===== src/rtl/dd_pkg.sv =====
// ----------------------------------------------------------------------------
// dd_pkg
// shared widths, calendar tables and stage control types for the
// date difference pipeline
// ----------------------------------------------------------------------------
package dd_pkg;

	localparam int DAY_W     = 5;
	localparam int MONTH_W   = 4;
	localparam int YEAR_W    = 14;
	localparam int SERIAL_W  = 23;   // serial day number of a 14-bit year
	localparam int ELAPSED_W = 22;
	localparam int MPART_W   = 9;    // day plus earlier months, at most 366
	localparam int PROD_W    = 25;   // 12-bit quarter year times reciprocal
	localparam int QUOT_W    = 8;    // year / 100, at most 163
	localparam int QYEAR_W   = 12;   // year / 4

	localparam logic [12:0]  RECIP_25     = 13'd5243;  // 2^17 / 25, rounded up
	localparam int           RECIP_SHIFT  = 17;
	localparam logic [11:0]  QUARTERS_100 = 12'd25;    // quarter years per century
	localparam logic [8:0]   DAYS_YEAR    = 9'd365;

	localparam logic [MONTH_W-1:0] MONTH_JAN = 4'd1;
	localparam logic [MONTH_W-1:0] MONTH_FEB = 4'd2;
	localparam logic [MONTH_W-1:0] MONTH_DEC = 4'd12;

	localparam logic [ELAPSED_W-1:0] ELAPSED_MAX = '1;

	// clock enables of the three stages inside one date converter
	typedef struct packed {
		logic s1;
		logic s2;
		logic s3;
	} stage_en_t;

	// days in the earlier months of a common year
	function automatic logic [MPART_W-1:0] cum_days(input logic [MONTH_W-1:0] month);
		logic [MPART_W-1:0] days;
		case (month)
			4'd1:    days = 9'd0;
			4'd2:    days = 9'd31;
			4'd3:    days = 9'd59;
			4'd4:    days = 9'd90;
			4'd5:    days = 9'd120;
			4'd6:    days = 9'd151;
			4'd7:    days = 9'd181;
			4'd8:    days = 9'd212;
			4'd9:    days = 9'd243;
			4'd10:   days = 9'd273;
			4'd11:   days = 9'd304;
			4'd12:   days = 9'd334;
			default: days = 9'd0;
		endcase
		return days;
	endfunction

	// month length in a common year, zero for a month that does not exist
	function automatic logic [DAY_W-1:0] month_len(input logic [MONTH_W-1:0] month);
		logic [DAY_W-1:0] len;
		case (month)
			4'd1, 4'd3, 4'd5, 4'd7, 4'd8, 4'd10, 4'd12: len = 5'd31;
			4'd4, 4'd6, 4'd9, 4'd11:                     len = 5'd30;
			4'd2:                                         len = 5'd28;
			default:                                      len = 5'd0;
		endcase
		return len;
	endfunction

endpackage


===== src/rtl/date_difference_days.sv =====
// ----------------------------------------------------------------------------
// date_difference_days
// days elapsed between two proleptic gregorian dates, four-stage pipeline
// ----------------------------------------------------------------------------
// Each input transfer carries a start date and an end date as day, month and
// year. Both are turned into serial day numbers (day, plus earlier months of
// the year, plus 365*(y-1) + (y-1)/4 - (y-1)/100 + (y-1)/400) and the result
// is end minus start, 0 when the end does not come after the start, and
// saturated at 4194303. A month outside 1..12, a day of 0 or past the month's
// end, or a year of 0 sets invalid_date and forces elapsed_days to 0. The
// block takes one transfer per clock while s_axis_tready is high and returns one
// result transfer for each, in order, through four register stages (products
// and table lookups, quotients and year sum, serial number, difference).
// Every stage holds its own valid bit and advances whenever it is empty or the
// stage behind it moves, so bubbles are squeezed out and a back-pressured
// result does not block new input while earlier stages still have room.
// ----------------------------------------------------------------------------
module date_difference_days (
	input  logic        clk,
	input  logic        arst_n,
	input  logic        s_axis_tvalid,
	output logic        s_axis_tready,
	// start_day[4:0], start_month[8:5], start_year[22:9],
	// end_day[27:23], end_month[31:28], end_year[45:32], zero pad [47:46]
	input  logic [47:0] s_axis_tdata,
	output logic        m_axis_tvalid,
	input  logic        m_axis_tready,
	// elapsed_days[21:0], zero pad [23:22]
	output logic [23:0] m_axis_tdata,
	// invalid_date[0]
	output logic        m_axis_tuser
);

	// unpack the input transfer
	logic [dd_pkg::DAY_W-1:0]   start_day;
	logic [dd_pkg::MONTH_W-1:0] start_month;
	logic [dd_pkg::YEAR_W-1:0]  start_year;
	logic [dd_pkg::DAY_W-1:0]   end_day;
	logic [dd_pkg::MONTH_W-1:0] end_month;
	logic [dd_pkg::YEAR_W-1:0]  end_year;

	assign start_day   = s_axis_tdata[4:0];
	assign start_month = s_axis_tdata[8:5];
	assign start_year  = s_axis_tdata[22:9];
	assign end_day     = s_axis_tdata[27:23];
	assign end_month   = s_axis_tdata[31:28];
	assign end_year    = s_axis_tdata[45:32];

	// valid bits, one per stage, the last one is the output register
	logic              valid_s1;
	logic              valid_s2;
	logic              valid_s3;
	logic              valid_s4;
	dd_pkg::stage_en_t en;
	logic              en_s4;

	// a stage loads when it is empty or its contents move on this cycle
	assign en_s4 = !valid_s4 || m_axis_tready;
	assign en.s3 = !valid_s3 || en_s4;
	assign en.s2 = !valid_s2 || en.s3;
	assign en.s1 = !valid_s1 || en.s2;

	assign s_axis_tready = en.s1;

	always_ff @(posedge clk or negedge arst_n) begin
		if (!arst_n) begin
			valid_s1 <= 1'b0;
			valid_s2 <= 1'b0;
			valid_s3 <= 1'b0;
			valid_s4 <= 1'b0;
		end else begin
			if (en.s1) valid_s1 <= s_axis_tvalid;
			if (en.s2) valid_s2 <= valid_s1;
			if (en.s3) valid_s3 <= valid_s2;
			if (en_s4) valid_s4 <= valid_s3;
		end
	end

	// one converter per date, both advance in lockstep
	logic [dd_pkg::SERIAL_W-1:0] serial_start_s3;
	logic [dd_pkg::SERIAL_W-1:0] serial_end_s3;
	logic                        ok_start_s3;
	logic                        ok_end_s3;

	dd_serial u_serial_start (
		.clk       (clk),
		.en        (en),
		.day       (start_day),
		.month     (start_month),
		.year      (start_year),
		.serial_s3 (serial_start_s3),
		.ok_s3     (ok_start_s3)
	);

	dd_serial u_serial_end (
		.clk       (clk),
		.en        (en),
		.day       (end_day),
		.month     (end_month),
		.year      (end_year),
		.serial_s3 (serial_end_s3),
		.ok_s3     (ok_end_s3)
	);

	// difference and output register
	logic [dd_pkg::ELAPSED_W-1:0] elapsed_s4;
	logic                         invalid_s4;

	dd_diff u_diff (
		.clk          (clk),
		.en           (en_s4),
		.serial_start (serial_start_s3),
		.ok_start     (ok_start_s3),
		.serial_end   (serial_end_s3),
		.ok_end       (ok_end_s3),
		.elapsed_s4   (elapsed_s4),
		.invalid_s4   (invalid_s4)
	);

	assign m_axis_tvalid = valid_s4;
	assign m_axis_tdata  = {2'b00, elapsed_s4};
	assign m_axis_tuser  = invalid_s4;

endmodule


===== src/rtl/dd_serial.sv =====
// ----------------------------------------------------------------------------
// dd_serial
// three-stage converter from day, month and year to a serial day number,
// with the calendar validity check
// ----------------------------------------------------------------------------
module dd_serial (
	input  logic                             clk,
	input  dd_pkg::stage_en_t                en,
	input  logic [dd_pkg::DAY_W-1:0]         day,
	input  logic [dd_pkg::MONTH_W-1:0]       month,
	input  logic [dd_pkg::YEAR_W-1:0]        year,
	output logic [dd_pkg::SERIAL_W-1:0]      serial_s3,
	output logic                             ok_s3
);

	// stage 1: year - 1, reciprocal products, table lookups
	logic [dd_pkg::YEAR_W-1:0]   year_m1;
	logic [dd_pkg::YEAR_W-1:0]   year_m1_s1;
	logic [dd_pkg::PROD_W-1:0]   prod_p_s1;
	logic [dd_pkg::PROD_W-1:0]   prod_y_s1;
	logic [dd_pkg::QYEAR_W-1:0]  qyear_s1;
	logic                        y4_s1;
	logic                        year_zero_s1;
	logic [dd_pkg::SERIAL_W-1:0] p365_s1;
	logic                        month_ok_s1;
	logic                        is_feb_s1;
	logic                        after_feb_s1;
	logic [dd_pkg::MPART_W-1:0]  cum_s1;
	logic [dd_pkg::DAY_W-1:0]    mlen_s1;
	logic [dd_pkg::DAY_W-1:0]    day_s1;

	assign year_m1 = year - dd_pkg::YEAR_W'(1);

	always_ff @(posedge clk) begin
		if (en.s1) begin
			year_m1_s1   <= year_m1;
			prod_p_s1    <= dd_pkg::PROD_W'(year_m1[dd_pkg::YEAR_W-1:2])
			                * dd_pkg::PROD_W'(dd_pkg::RECIP_25);
			prod_y_s1    <= dd_pkg::PROD_W'(year[dd_pkg::YEAR_W-1:2])
			                * dd_pkg::PROD_W'(dd_pkg::RECIP_25);
			qyear_s1     <= year[dd_pkg::YEAR_W-1:2];
			y4_s1        <= (year[1:0] == 2'd0);
			year_zero_s1 <= (year == '0);
			p365_s1      <= dd_pkg::SERIAL_W'(year_m1) * dd_pkg::SERIAL_W'(dd_pkg::DAYS_YEAR);
			month_ok_s1  <= (month >= dd_pkg::MONTH_JAN) && (month <= dd_pkg::MONTH_DEC);
			is_feb_s1    <= (month == dd_pkg::MONTH_FEB);
			after_feb_s1 <= (month > dd_pkg::MONTH_FEB);
			cum_s1       <= dd_pkg::cum_days(month);
			mlen_s1      <= dd_pkg::month_len(month);
			day_s1       <= day;
		end
	end

	// stage 2: quotients, leap year, earlier-years sum, in-year part
	logic [dd_pkg::QUOT_W-1:0]   q100;
	logic [dd_pkg::QUOT_W-1:0]   qy100;
	logic [dd_pkg::QYEAR_W-1:0]  qyear_mod25;
	logic                        leap;
	logic [dd_pkg::DAY_W-1:0]    day_lim;
	logic [dd_pkg::SERIAL_W-1:0] year_sum_s2;
	logic [dd_pkg::MPART_W-1:0]  mpart_s2;
	logic                        ok_s2;

	always_comb begin
		q100        = prod_p_s1[dd_pkg::RECIP_SHIFT +: dd_pkg::QUOT_W];
		qy100       = prod_y_s1[dd_pkg::RECIP_SHIFT +: dd_pkg::QUOT_W];
		qyear_mod25 = qyear_s1 - dd_pkg::QYEAR_W'(qy100) * dd_pkg::QUARTERS_100;
		// divisible by 4, and not a century unless the century divides by 4
		leap        = y4_s1 && ((qyear_mod25 != '0) || (qy100[1:0] == 2'd0));
		day_lim     = mlen_s1 + dd_pkg::DAY_W'(is_feb_s1 && leap);
	end

	always_ff @(posedge clk) begin
		if (en.s2) begin
			year_sum_s2 <= p365_s1
			               + dd_pkg::SERIAL_W'(year_m1_s1[dd_pkg::YEAR_W-1:2])
			               - dd_pkg::SERIAL_W'(q100)
			               + dd_pkg::SERIAL_W'(q100[dd_pkg::QUOT_W-1:2]);
			mpart_s2    <= dd_pkg::MPART_W'(day_s1) + cum_s1
			               + dd_pkg::MPART_W'(leap && after_feb_s1);
			ok_s2       <= !year_zero_s1 && month_ok_s1 && (day_s1 != '0)
			               && (day_s1 <= day_lim);
		end
	end

	// stage 3: serial day number
	always_ff @(posedge clk) begin
		if (en.s3) begin
			serial_s3 <= year_sum_s2 + dd_pkg::SERIAL_W'(mpart_s2);
			ok_s3     <= ok_s2;
		end
	end

endmodule


===== src/rtl/dd_diff.sv =====
// ----------------------------------------------------------------------------
// dd_diff
// output stage: clamped, saturated difference of two serial day numbers
// ----------------------------------------------------------------------------
module dd_diff (
	input  logic                              clk,
	input  logic                              en,
	input  logic [dd_pkg::SERIAL_W-1:0]       serial_start,
	input  logic                              ok_start,
	input  logic [dd_pkg::SERIAL_W-1:0]       serial_end,
	input  logic                              ok_end,
	output logic [dd_pkg::ELAPSED_W-1:0]      elapsed_s4,
	output logic                              invalid_s4
);

	logic [dd_pkg::SERIAL_W-1:0]  diff;
	logic [dd_pkg::ELAPSED_W-1:0] elapsed;

	always_comb begin
		diff = serial_end - serial_start;
		if (!ok_start || !ok_end || (serial_end <= serial_start)) begin
			elapsed = '0;
		end else if (diff[dd_pkg::SERIAL_W-1]) begin
			elapsed = dd_pkg::ELAPSED_MAX;
		end else begin
			elapsed = diff[dd_pkg::ELAPSED_W-1:0];
		end
	end

	always_ff @(posedge clk) begin
		if (en) begin
			elapsed_s4 <= elapsed;
			invalid_s4 <= !(ok_start && ok_end);
		end
	end

endmodule


===== config.mk =====
export PLATFORM = sky130hd
export DESIGN_NAME = date_difference_days
export DESIGN_NICKNAME = d
export VERILOG_FILES = /design/src/rtl/dd_pkg.sv /design/src/rtl/date_difference_days.sv /design/src/rtl/dd_serial.sv /design/src/rtl/dd_diff.sv
export SDC_FILE = /design/constraint.sdc
export NUM_CORES = 2
export LEC_CHECK = 0
export BUFFER_PORTS_ARGS = -buffer_cell sky130_fd_sc_hd__buf_2
export CORE_MARGIN = 3
export CORE_UTILIZATION = 45
export CTS_CLUSTER_SIZE = 40
export DETAILED_ROUTE_END_ITERATION = 12
export RECOVER_POWER = 25
export SLEW_MARGIN = 20
export SYNTH_ARGS = -nofsm -noshare
export SYNTH_HDL_FRONTEND = slang
export SYNTH_HIERARCHICAL = 1
export SYNTH_SLANG_ARGS = --single-unit
export TNS_END_PERCENT = 1

===== constraint.sdc =====
create_clock -name clk -period 9.75 [get_ports clk]
set_input_delay 0.4875 -clock clk [delete_from_list [all_inputs] [get_ports clk]]
set_output_delay 0.4875 -clock clk [all_outputs]
set_load 0.01 [all_outputs]

==> results.txt <==
Status: complete, but fails checks
Failing checks: max-capacitance violations, max-slew violations
Drt first pass iters: 7
Most common cell in the netlist: inv_1
Synthesis-to-finish area growth: 7.90%
Synthesized area: 35200 um2
Reg clk slew, reported paths: 0.06 ns
Vias/cell: 5.01
Largest net degree at the start of global routing: 70
CP Data Required Time: 10.04 ns
Synth Register Bits: 311
Cts bufs inserted: 37
Slew margin rel.: -70.8%
Setup TNS: 0 ns
Nets: 4487
Syn avg cell area: 10.6 um2
Final setup fails: 0
I/O pin cnt: 79
Synth area leaders: edfxtp_1 (26%), ha_1 (23%), fa_1 (19%)
1st-iter DRT viols: 983
Leading register cell type out of synthesis: edfxtp_1
Critical path class: in2reg
Root buffer cell: clkbuf_16
Post-synth EDFFs: 307
Die H: 286 um
Starting Density: 45.8%
Dpl cells: 4439
Final worst path period share: 71.3%
H-tree Lvls: 2
Hold_sp: s_axis_tdata[2]
Crit path from: s_axis_tdata[12]
Worst-margin pin slew: 2.56 ns
Asr flop ratio synth: 1.29%
Die Wd: 286 um
Fin. Hold Viols: 0
CP Capture Type: flop
Leading area contributor after synthesis: edfxtp_1
Arrival @ worst endpoint: 7.24 ns
TritonCTS clock tree: built
Clk buf depth: 3
Core box area: 76700 um2
Fmax: 144 MHz
Post-route worst setup slack: 2.80 ns
Worst hold slack: 0.125 ns
Total number of yosys warnings: 6
Vias in the first global route: 23000
DR WL/cell: 15.3 um
WL final: 69200 um
# port buffers: 74
Antenna violations before repair: 6
Routed Antenna Nets: 0
All-layer global routing usage: 17.5%
Yosys cell types: 100
Hpwl dp: 57400 um
Sequential-to-total area share from yosys stat: 26.5%
Post-Layout Cell Count: 4509
Share of layout cells above drive strength 1: 3.74%
Final GP Congestion: 0.882
Clock skew: 0.0236 ns
First-pass GRT wire length: 117000 um
Overflow after GRT: 0
Max Cap Violations: 1
Final Max Slew Viols: 50
DIE AREA: 81500 um2
RSZ-0062 raised after global routing: no
Min cycle time layout: 6.95 ns
Clock Latency Late Sink: 0.55 ns
Cells after synthesis: 3329
Reg-to-reg critical path startpoint: u_serial_start/prod_y_s1[24]
Critical path fanouts, max: 7
Top cells by count, synth: inv_1 (796), ha_1 (655), fa_1 (331)
Post-synth top area share: 26.2%
Residual DRC: 0
Worst setup SP type: input port
Dpl ws: 2.49 ns
Core Rows: 101
Vias: 22600
HP Class: in2reg
CTS sink cnt: 311
## area by class of cell
cell class,count,area (um2)
clock inverter,20,129
fill,7106,38800
inverter,797,2990
antenna,3,7.51
timing repair buffer,99,467
tap,1030,1290
multi-input combinational,2203,22700
sequential,311,9320
clock buffer,46,1000
## worst max-delay path: stages
cell and delay, ns:
clkbuf_1 0.42, inv_1 0.22, ha_1 0.23, inv_1 0.07, o21ai_0 0.12, nor3_1 0.37
nand2_1 0.12, xnor2_1 0.77, fa_1 0.54, inv_1 0.14, fa_1 0.43, fa_1 0.43
fa_1 0.50, fa_1 0.50, inv_1 0.04, ha_1 0.28, and4_1 0.19, a41oi_1 0.19
o21ai_1 0.17, o311a_1 0.36, o41ai_1 0.41, nand2b_1 0.17, a221oi_1 0.07
## final timing paths
kind / end / slack, ns / cells past startpoint
max: u_serial_start/prod_p_s1[24] / 2.80 / 23
min: u_serial_start/day_s1[2] / 0.13 / 1
max reg2reg: u_serial_start/ok_s2 / 3.25 / 23
min reg2reg: u_serial_end/ok_s3 / 0.42 / 0
max in group asynchronous: valid_s3 / 9.26 / 2
min in group asynchronous: m_axis_tvalid / 0.31 / 2
## cells in the final DEF, fill, tap and decap left out, types with 84 or more instances in the layout
cell,Yosys,final
ha_1,655,655
nor2_1,121,121
a21oi_1,128,128
edfxtp_1,307,307
fa_1,331,331
xnor2_1,130,130
inv_1,796,796
nand2_1,99,99
o21ai_0,84,84
## stage by stage
stage                     area [um2]  util (%)
final                          37900      49.4
after global routing           37900      49.4
after CTS                      38000      49.6
after detailed placement       36900      48.1
after global placement         36900      48.1
after floorplan                35200         -
## logic make-up (layout without fill, tap and decap cells)
family,after synthesis,count (layout),synth area share [%]
AO/OA/AOI/OAI,500,500,9.62
other,1,5,0.0107
multiplexers,19,19,0.577
XOR/XNOR,196,196,4.96
AND/OR/NAND/NOR,500,500,7.34
buffers and inverters,816,962,8.83
flip-flops,311,311,26.5
adder cells (fa/ha/maj),986,986,42.2
## registers in the layout, indices dropped and copies added, names as in the netlist, 11 cells and up
register and count:
u_serial_end/year_sum_s2 23, u_serial_start/year_sum_s2 23, u_serial_end/year_m1_s1 14, u_serial_start/qyear_s1 11
u_serial_end/p365_s1 21, u_diff/elapsed_s4 22, u_serial_start/p365_s1 21, u_serial_end/qyear_s1 11
u_serial_start/year_m1_s1 14, u_serial_start/serial_s3 23, u_serial_end/serial_s3 23
## per-layer routing
layer	wire (um)	GRT usage, %	up-vias
met5	41	0	-
met1	35400	26.0	10800
met4	670	2.60	6
met2	30300	27.7	270
li1	-	-	11400
met3	2820	2.65	45
## repair_timing
item	in CTS	in global routing
buffers inserted	0	0
resized for setup	0	0
endpoints found under the setup margin	0	0
hold buffers	1	0
endpoints found under the hold margin	4	0
Power is not shown: default switching activity piles up to over one toggle a cycle in this logic, so the estimate is an artifact.
